`config.mk`:
```
export PLATFORM = sky130hd
export DESIGN_NAME = ssu_ram
export DESIGN_NICKNAME = d
export VERILOG_FILES = /design/src/hw/rtl/ssu_ram.sv
export SDC_FILE = /design/constraint.sdc
export NUM_CORES = 2
export LEC_CHECK = 0
export BUFFER_PORTS_ARGS = -buffer_cell sky130_fd_sc_hd__buf_4
export CORE_ASPECT_RATIO = 0.75
export CORE_MARGIN = 2
export CORE_UTILIZATION = 39
export CTS_CLUSTER_DIAMETER = 80
export DETAILED_ROUTE_END_ITERATION = 6
export HOLD_SLACK_MARGIN = 0.15
export PLACE_DENSITY = 0.62
export SETUP_SLACK_MARGIN = 0.15
export SLEW_MARGIN = 10
export SYNTH_ARGS = -nofsm -noshare
export SYNTH_HDL_FRONTEND = slang
export SYNTH_SLANG_ARGS = --single-unit
export TNS_END_PERCENT = 100
```
`constraint.sdc`:
```
create_clock -name clk -period 2.7 [get_ports clk]
set_input_delay 0.405 -clock clk [delete_from_list [all_inputs] [get_ports clk]]
set_output_delay 0.405 -clock clk [all_outputs]
set_load 0.02 [all_outputs]
```
`src/hw/rtl/ssu_ram.sv`:
```
// Generic single-write, single-read RAM with registered read data.
module ssu_ram #(
  parameter int WIDTH = 16,
  parameter int DEPTH = 256
) (
  input  logic                             clk,
  input  logic                             wr_en,
  input  logic [$clog2(DEPTH > 1 ? DEPTH : 2)-1:0] wr_addr,
  input  logic [WIDTH-1:0]                 wr_data,
  input  logic                             rd_en,
  input  logic [$clog2(DEPTH > 1 ? DEPTH : 2)-1:0] rd_addr,
  output logic [WIDTH-1:0]                 rd_data
);

  logic [WIDTH-1:0] mem [DEPTH];

  always_ff @(posedge clk) begin
    if (wr_en) begin
      mem[wr_addr] <= wr_data;
    end
    if (rd_en) begin
      rd_data <= mem[rd_addr];
    end
  end

endmodule

```
==> flow_summary.yaml <==
timing:
  worst_slew_pin_slew_ns: 0.9518
  finalSetupViolations: 0
  post-route-period-util: 0.9942
  finalHoldViolations: 0
  final_max_slew_viol_count: 0
  skew_ns: 0.05332
  fin_ws_ns: 0.01568
  relSlewSlack: 0.3654
  grt_setup_unrepaired: "true"
  fmax_mhz: 372.5
  period_minus_slack_ns: 2.684
place:
  placement.io_buffers: 50
  place_ws_ns: -1.320
  place_area_um2: 173700
  dp_hpwl_mm: 281.9
  gp_congestion: 0.9166
setup_path:
  cpPeakStageDelay_ns: 0.57
  cp-start-kind: "flip-flop"
  critPathRequiredTime_ns: 3.38
  crit_fanout: 1
  criticalPathCategory: "reg -> reg"
  cp_slowest_cell: "mux4_2"
  crit_path_frequent_cell: "mux4_2"
  cp-end-kind: "flip-flop"
  r2r_slack_ns: 0.02
  startpoint: "mem[63][15]$_DFFE_PP_"
  reg2reg_to: "rd_data[15]$_DFFE_PP_"
  r2r_cells: 6
  cp_cell_sequence: "mux4_2 -> mux4_2 -> a22o_4 -> o32ai_4 -> buf_6 -> nor4_2"
  timing.rr.start: "mem[63][15]$_DFFE_PP_"
  cp_data_arrival_time_ns: 3.37
  crit_end: "rd_data[15]$_DFFE_PP_"
floorplan:
  start_util: 0.3926
  rows: 202
  die_w_um: 741.0
  design.portCount: 51
  fp.dieH_um: 556.7
  die-area_um2: 412500
  core_um2: 404600
grt:
  gr-total-overflow: 0
  track_usage: 0.2082
  grt_max_degree: 97
  antenna_found_initial: 37
  grt_pass1_vias: 80060
  grt_pass1_wl_mm: 614.8
pwr:
  vdd_drop_max_mv: 0.5336
  power.density_nw_per_um2: 703.9
  cellLeakagePower_nw: 60.28
logic_synthesis:
  synth.area.top_cells: "edfxtp_1 (78%), mux4_2 (11%), mux2i_1 (3.6%)"
  yosysSeqAreaShare: 0.7772
  yosys.area.top_type: "edfxtp_1"
  synth-seq-cells: 4112
  syn_area_um2: 158900
  ys_types: 51
  synth_edf_count: 4112
  synth_ff_type: "edfxtp_1"
  synth_top_area_share: 0.7772
  syn_inst: 7360
  syn-mean-instance-area_um2: 21.59
  syn_nets: 7395
  ys_warn_count: 0
  async_flop_share: 0
cts:
  cts_root_buffer: "clkbuf_16"
  cts_inserted_buffers: 384
  path_clk_slew_ns: 0.07
  cts_tree: "yes"
  cts_max_path_buffers: 4
  clk_latency_ns: 0.94
  cts_num_sinks: 4112
  htree_levels: 5
layout:
  utilization: 0.4628
  nFillCells: 32970
  fin_area_um2: 187300
  mostFrequentLayoutCell: "edfxtp_1"
  fin_nets: 8466
  layout_common_cells: "edfxtp_1 (4112), buf_4 (910), mux4_2 (797)"
  syn_to_final_growth_pct: 17.88
  drive_gt1_frac: 0.3131
min_path:
  min_path_type: "in -> reg"
outcome:
  outcome: "finished clean"
detailed_routing:
  dr.pass1.iters: 7
  wl_per_cell_um: 31.22
  drc: 0
  route.antenna.remaining_nets: 0
  wirelength_mm: 441.7
  viasPerCell: 5.843
  vias: 82690
  first_iter_violations: 12530
job:
  maxCapViolations: 0
==> worst max-delay path: cells and delay by family (launching register included) <==
family                 cells  cell delay (ns)
buffers and inverters      1             0.17
multiplexers               2             1.12
flip-flops                 1             0.37
AO/OA/AOI/OAI              2             0.73
AND/OR/NAND/NOR            1             0.03
==> metal layers <==
layer  GRT usage  wire (µm)  vias to the layer above
li1            -          -                    33460
met1      0.3056     181700                    43850
met2      0.3038     193000                     4741
met3     0.06161      54670                      633
met4     0.05507      12280                        4
met5    0.001496         97                        -
==> what timing repair did <==
item	CTS	global route
gates cloned	1	6
hold buffers	17	0
buffers inserted	0	3
resized for setup	103	81
pin swaps	18	22
hold endpoints to repair	1104	0
setup endpoints to repair	16	16
==> how the worst min path moves through the flow <==
stage          startpoint                     to  depth (start not counted)
2_1_floorplan  wr_data[0]    mem[0][0]$_DFFE_PP_                          0
3_3_place_gp   wr_data[3]  mem[126][3]$_DFFE_PP_                          1
3_5_place_dp   wr_data[3]  mem[126][3]$_DFFE_PP_                          1
4_1_cts        rd_addr[7]   rd_data[4]$_DFFE_PP_                          3
5_1_grt        rd_addr[7]   rd_data[4]$_DFFE_PP_                          3
6_report       rd_addr[7]   rd_data[4]$_DFFE_PP_                          3
==> synthesized netlist by cell type (all sizes together) (21+ instances only) <==
cell type and count:
a21oi 175, a221oi 28, a22o 32, a22oi 43, buf 222, clkbuf 230
edfxtp 4112, mux2 88, mux2i 565, mux4 797, nand2 38, nand3 35
nand4 26, nor2 304, nor3 92, o21ai 38, o221ai 253, o22ai 148
o32ai 21
==> sequential cells by signal, summed over array words and instances, names as in the netlist <==
name	cells
rd_data	16
mem	4096
==> cells by family (layout without fill, tap and decap cells) <==
logic type,count (synthesis),count (layout),synth area share
and+or+nand+nor,556,556,0.01573
buffers and inverters,456,1828,0.01692
other,0,12,0
DFF,4112,4112,0.7772
muxes,1450,1450,0.1548
AOI/OAI and AO/OA,786,786,0.03534
==> area by class of cell <==
cell class | instances | area (µm²) | area share
diodes | 12 | 30.03 | 0.0001603
clock buffers | 459 | 10080 | 0.05383
clock inverters | 228 | 2076 | 0.01108
inverters | 4 | 27.53 | 0.0001470
multi-input cells | 2792 | 33790 | 0.1804
flip-flops and latches | 4112 | 123500 | 0.6593
well taps | 5406 | 6764 | 0.03612
repair buffers | 1137 | 11040 | 0.05896
==> power by group <==
part / switching, W / leakage [nW] / total (W) / internal (W)
Sequential: 0.0000875 / 37.0 / 0.0705 / 0.0704
Combinational: 0.00488 / 17.4 / 0.00795 / 0.00307
Clock: 0.0235 / 5.91 / 0.0534 / 0.0299
Total: 0.0285 / 60.3 / 0.132 / 0.103
==> metrics by stage <==
stage               hold WS (ns)  cells  power (W)  TNS (ns)
floorplan                 0.5039   7360    0.07532         0
global placement          0.8115  13420    0.07926    -16.78
detailed placement        0.8218  13420    0.07939    -16.52
CTS                       0.1734  14130     0.1323         0
global route              0.2271  14140     0.1352         0
finish                    0.2397  14150     0.1318         0
(Power assumes the default switching activity.)
