**src/hw/rtl/ssu_pkg.sv**
```systemverilog
// Shared constants and types for the state update and accumulate unit.
package ssu_pkg;

  localparam int DATA_W       = 16;
  localparam int COL_W        = 8;
  localparam int COLUMNS_DEF  = 256;
  localparam int ACT_W        = 18;
  localparam int EXP_W        = 20;
  localparam int POLY_W       = 24;

  // Clamp limits and values of the exponent approximation.
  localparam logic signed [ACT_W-1:0] T_HI     = 18'sd12288;
  localparam logic signed [ACT_W-1:0] T_LO     = -18'sd12288;
  localparam logic [EXP_W-1:0]        EXP_POS3 = 20'd82270;
  localparam logic [EXP_W-1:0]        EXP_NEG3 = 20'd203;
  localparam logic [POLY_W-1:0]       POLY_ONE = 24'h010000;

  // Item leaving the arithmetic pipeline toward the accumulate stage.
  typedef struct packed {
    logic                     valid;
    logic signed [DATA_W-1:0] new_state;
    logic signed [31:0]       prod;
    logic signed [DATA_W-1:0] gate;
    logic [COL_W-1:0]         column;
    logic                     first_row;
    logic                     last_row;
  } ssu_tail_t;

  // Item one stage earlier, used to issue the column read.
  typedef struct packed {
    logic             valid;
    logic [COL_W-1:0] column;
  } ssu_lookup_t;

endpackage

```
**src/hw/rtl/ssu_datapath.sv**
```systemverilog
// Six-stage arithmetic pipeline computing the new state and its product with c.
module ssu_datapath (
  input  logic                             clk,
  input  logic                             rst,
  input  logic                             advance,
  input  logic                             in_valid,
  input  logic signed [ssu_pkg::DATA_W-1:0] old_state,
  input  logic signed [ssu_pkg::DATA_W-1:0] decay_coef,
  input  logic signed [ssu_pkg::DATA_W-1:0] step_size,
  input  logic signed [ssu_pkg::DATA_W-1:0] input_coef,
  input  logic signed [ssu_pkg::DATA_W-1:0] output_coef,
  input  logic signed [ssu_pkg::DATA_W-1:0] input_term,
  input  logic signed [ssu_pkg::DATA_W-1:0] gate_value,
  input  logic [ssu_pkg::COL_W-1:0]         column,
  input  logic                             first_row,
  input  logic                             last_row,
  output ssu_pkg::ssu_lookup_t             lookup,
  output ssu_pkg::ssu_tail_t               tail
);

  import ssu_pkg::*;

  logic [6:1] v;

  logic signed [DATA_W-1:0] h0_1, h0_2, h0_3;
  logic signed [DATA_W-1:0] c_1, c_2, c_3, c_4, c_5;
  logic signed [DATA_W-1:0] x_1;
  logic signed [DATA_W-1:0] g_1, g_2, g_3, g_4, g_5, g_6;
  logic [COL_W-1:0]         col_1, col_2, col_3, col_4, col_5, col_6;
  logic [6:1]               first_p, last_p;

  logic signed [35:0] tprod_1;
  logic signed [31:0] bd_1;
  logic signed [ACT_W-1:0] t_2;
  logic signed [35:0] tsq_2;
  logic signed [47:0] bdx_2, bdx_3, bdx_4;
  logic [EXP_W-1:0]   e_3;
  logic signed [31:0] h0e_4;
  logic signed [DATA_W-1:0] h1d_5, h1d_6;
  logic signed [31:0] p_6;

  logic signed [ACT_W-1:0] a_act, dl_act, t_c;
  logic signed [POLY_W-1:0] tp, tt, y;
  logic [EXP_W-1:0]   e_c;
  logic signed [36:0] h0e_c;
  logic signed [31:0] h1_c;

  assign a_act  = {decay_coef, 2'b00};
  assign dl_act = {step_size, 2'b00};
  assign t_c    = tprod_1[29:12];

  // Second-order exponent polynomial with clamping and a floor at zero.
  always_comb begin
    tp = {{2{t_2[ACT_W-1]}}, t_2, 4'b0000};
    tt = tsq_2[31:8];
    y  = POLY_ONE + tp + {tt[POLY_W-1], tt[POLY_W-1:1]};
    if (t_2 > T_HI) begin
      e_c = EXP_POS3;
    end else if (t_2 < T_LO) begin
      e_c = EXP_NEG3;
    end else if (y[POLY_W-1]) begin
      e_c = '0;
    end else begin
      e_c = y[POLY_W-1:4];
    end
  end

  assign h0e_c = h0_3 * $signed({1'b0, e_3});
  assign h1_c  = h0e_4 + bdx_4[39:8];

  always_ff @(posedge clk) begin
    if (rst) begin
      v <= '0;
    end else if (advance) begin
      v <= {v[5:1], in_valid};
    end
  end

  always_ff @(posedge clk) begin
    if (advance) begin
      tprod_1 <= a_act * dl_act;
      bd_1    <= step_size * input_coef;
      h0_1    <= old_state;
      c_1     <= output_coef;
      x_1     <= input_term;
      g_1     <= gate_value;
      col_1   <= column;

      t_2   <= t_c;
      tsq_2 <= t_c * t_c;
      bdx_2 <= bd_1 * x_1;
      h0_2  <= h0_1;
      c_2   <= c_1;
      g_2   <= g_1;
      col_2 <= col_1;

      e_3   <= e_c;
      bdx_3 <= bdx_2;
      h0_3  <= h0_2;
      c_3   <= c_2;
      g_3   <= g_2;
      col_3 <= col_2;

      h0e_4 <= h0e_c[31:0];
      bdx_4 <= bdx_3;
      c_4   <= c_3;
      g_4   <= g_3;
      col_4 <= col_3;

      h1d_5 <= h1_c[27:12];
      c_5   <= c_4;
      g_5   <= g_4;
      col_5 <= col_4;

      p_6   <= h1d_5 * c_5;
      h1d_6 <= h1d_5;
      g_6   <= g_5;
      col_6 <= col_5;

      first_p <= {first_p[5:1], first_row};
      last_p  <= {last_p[5:1], last_row};
    end
  end

  assign lookup.valid  = v[5];
  assign lookup.column = col_5;

  assign tail.valid     = v[6];
  assign tail.new_state = h1d_6;
  assign tail.prod      = p_6;
  assign tail.gate      = g_6;
  assign tail.column    = col_6;
  assign tail.first_row = first_p[6];
  assign tail.last_row  = last_p[6];

endmodule

```
**config.mk**
```make
export PLATFORM = sky130hd
export DESIGN_NAME = ssu_datapath
export DESIGN_NICKNAME = d
export VERILOG_FILES = /design/src/hw/rtl/ssu_pkg.sv /design/src/hw/rtl/ssu_datapath.sv
export SDC_FILE = /design/constraint.sdc
export NUM_CORES = 2
export LEC_CHECK = 0
export ABC_AREA = 1
export BUFFER_PORTS_ARGS = -buffer_cell sky130_fd_sc_hd__buf_2
export CAP_MARGIN = 10
export CORE_MARGIN = 2
export CORE_UTILIZATION = 35
export DETAILED_ROUTE_END_ITERATION = 7
export GPL_TIMING_DRIVEN = 0
export PLACE_DENSITY_LB_ADDON = 0.2
export REMOVE_ABC_BUFFERS = 1
export SLEW_MARGIN = 15
export SYNTH_ARGS = -nofsm -noshare
export SYNTH_HDL_FRONTEND = slang
export SYNTH_SLANG_ARGS = --single-unit
```
**constraint.sdc**
```tcl
create_clock -name clk -period 16.6 [get_ports clk]
set_input_delay 3.32 -clock clk [delete_from_list [all_inputs] [get_ports clk]]
set_output_delay 3.32 -clock clk [all_outputs]
set_load 0.02 [all_outputs]
```
==> results.md <==
- Placed Area: 0.0889 mm^2
- Layout Nets: 11800
- Full die area: between 0.2 and 0.25 mm^2
- Synthesized area: 0.0847 mm^2
- Worst Hold Class: flop to flop
- Avg WL per Cell: 16.3 um
- Pin count of the biggest net entering global routing: between 100 and 150
- Critical setup path kind: primary input to flop
- Initial antenna violation count: 6
- Die Ht: 496 um
- Setup bufs post-CTS: 0
- Cts bufs inserted: a little over 70
- Flops & latches, synth: 588
- Htree depth: 3
- Setup violations, final: 0
- CP Capture Type: flop
- Clock buffer depth: 3
- First-pass GRT wire length: 343000 um
- Worst Path Required: 17.02 ns
- Final hold viol count: 0
- CTS-repair resized insts: 0
- Post-CTS Hold Buffers: 0
- I/O pins: 210
- Clock Sinks: 588
- Clock latency on the worst-skew pair: 0.68 ns
- Layout cell share with drive strength beyond 1: ~4.3%
- DRT Wirelength: 209000 um
- Yosys Warn Count: 0
- Routed via count: around 60000
- Top_reg_cell synth: edfxtp_1
- CP Launch Type: primary input
- Worst Max-Slew Pin Slew: between 1 and 1.5 ns
- Initial DRC count: 3167
- Async SR Flop Fraction: 0%
- Post-Synthesis Cells: 9600
- Via/cell ratio: 4.60
- I/O Buffers: around 210
- Clock skew: a little under 0.07 ns
- HPWL after detailed placement: 164000 um
- Max Cap Viol: 0
- Gr ovfl total: 0
- Final instance area: 0.0914 mm^2
- Vias in the first global route: roughly 64000
- Routed Antenna Nets: 0
- Die Span X: 496 um
- Crit path arrival time: 9.33 ns
- Setup TNS: 0 ns
- Seq/Total Area, Yosys: 20.8%
- Initial Util: 35.2%
- Syn_area_per_cell: 8.82 um^2
- GRT Util Overall: 17.5%
- Number of pins with negative max-slew slack in the final report: 0
- Row cnt: 180
- Count of cell types in the netlist: 48
- Minimum clock period: 8.91 ns
- CTS tree: done
- DRC viols: 0
- Area Growth Syn to Fin: 7.91%
- Clock slew at reported path FFs: roughly 0.06 ns
- Commonest non-fill, non-tap cell in the layout: inv_1
- TritonRoute pass-1 iters: 6
- Core area: 0.241 mm^2
- RSZ-0062 raised after global routing: false
- Clock root buffer: clkbuf_16
- Fmax: 112 MHz
- Critical path fanouts, max: 32
- GPL Wtd Cong: around 0.86
- Most frequent cells in the layout: 2921 x inv_1, 2283 x nand2_1, 1576 x fa_1
- Post-synth EDFFs: 582
- Final worst-path cycle share: 53.7%
- Max_slew headroom: between 10% and 20%
- Status: finished, final reports clean
- FILL cells: ~24000
flip-flops by register name, indices dropped and copies added, names as in the netlist, 18 cells and up:
register	flops
t_2	18
tsq_2	19
bdx_4	28
bdx_2	28
p_6	32
bd_1	32
tprod_1	18
bdx_3	28
e_3	19
h0e_4	28
layer usage:
metal	wire length [um]	up-vias	part of all wire [%]	track usage [%]
li1	-	27700	-	-
met2	101000	1270	48	30.0
met1	93800	29700	45	23.8
met3	9120	296	4.4	1.76
met4	4630	2	2.2	4.17
met5	13	-	0.0062	0
final timing paths:
| path | start | endpoint | slack (ns) | depth (start not counted) |
|---|---|---|---|---|
| worst min-delay path | bdx_3[28] | bdx_4[28] | 0.37 | 0 |
| worst min register to register | bdx_3[28] | bdx_4[28] | 0.37 | 0 |
| worst max-delay path | step_size[1] | tprod_1[29] | 7.69 | 24 |
| worst max register to register | tprod_1[29] | tsq_2[31] | 9.52 | 21 |
synthesized netlist by cell type, drive strengths merged, types with 6 or more instances:
library cell,number,area [um^2]
o21bai,25,188
or2,39,244
nor3,53,270
o21ai,126,649
o21a,14,105
buf,53,250
edfxtp,582,17500
ha,579,7240
xnor2,64,561
nand2,2295,8650
inv,2922,11000
nor2,298,1140
o211ai,8,60.1
a21oi,234,1180
a21o,31,233
xor2,127,1110
a31oi,13,81.3
nor4,9,56.3
fa,1576,31600
clkbuf,291,1100
nand4,40,250
nand3b,17,128
dfxtp,6,120
a211oi,6,45.0
nand3,178,916
stage by stage:
stage	hold slack (ns)	setup WS, ns	utilization, %	std cells
after floorplan	0.400	8.25	-	9256
after global placement	0.400	1.18	36.7	12700
after detailed placement	0.405	7.01	37.0	12700
after CTS	0.359	7.73	38.0	12800
after global routing	0.365	7.40	38.0	12800
final	0.366	7.69	38.0	12800
area by class of cell:
type | count | area (um^2) | area share [%]
multi-input cells | 5746 | 54800 | 59.9
flip-flops and latches | 588 | 17600 | 19.3
inverters | 2922 | 11000 | 12.0
well taps | 3185 | 3990 | 4.36
clock buffers | 79 | 1810 | 1.98
repair buffers | 236 | 1640 | 1.79
clock inverters | 50 | 611 | 0.668
diodes | 3 | 7.51 | 0.00822
logic make-up after synthesis:
logic type	after synthesis	share of synthesized area, %
AOI/OAI and AO/OA	467	3.10
and+or+nand+nor	2933	13.8
buffers and inverters	3266	14.5
adders and majority gates	2155	45.8
xor gates and xnor gates	191	1.98
DFF	588	20.8
worst max-delay path: stages:
cell	delay [ns]
buf_2	0.61
nand2_1	0.21
inv_1	0.18
fa_1	0.50
inv_1	0.19
fa_1	0.44
inv_1	0.09
fa_1	0.44
fa_1	0.51
fa_1	0.49
inv_1	0.05
fa_1	0.47
inv_1	0.04
ha_1	0.38
nand2_1	0.13
inv_1	0.06
a21oi_1	0.25
nor2_1	0.07
nor2_1	0.11
o21ai_0	0.09
a21oi_1	0.42
inv_1	0.08
nand2_1	0.08
nand2_1	0.09
Power is left out: the tool's default activity adds up to more than one toggle a clock period on the data nets, which glitch-free logic cannot reach.
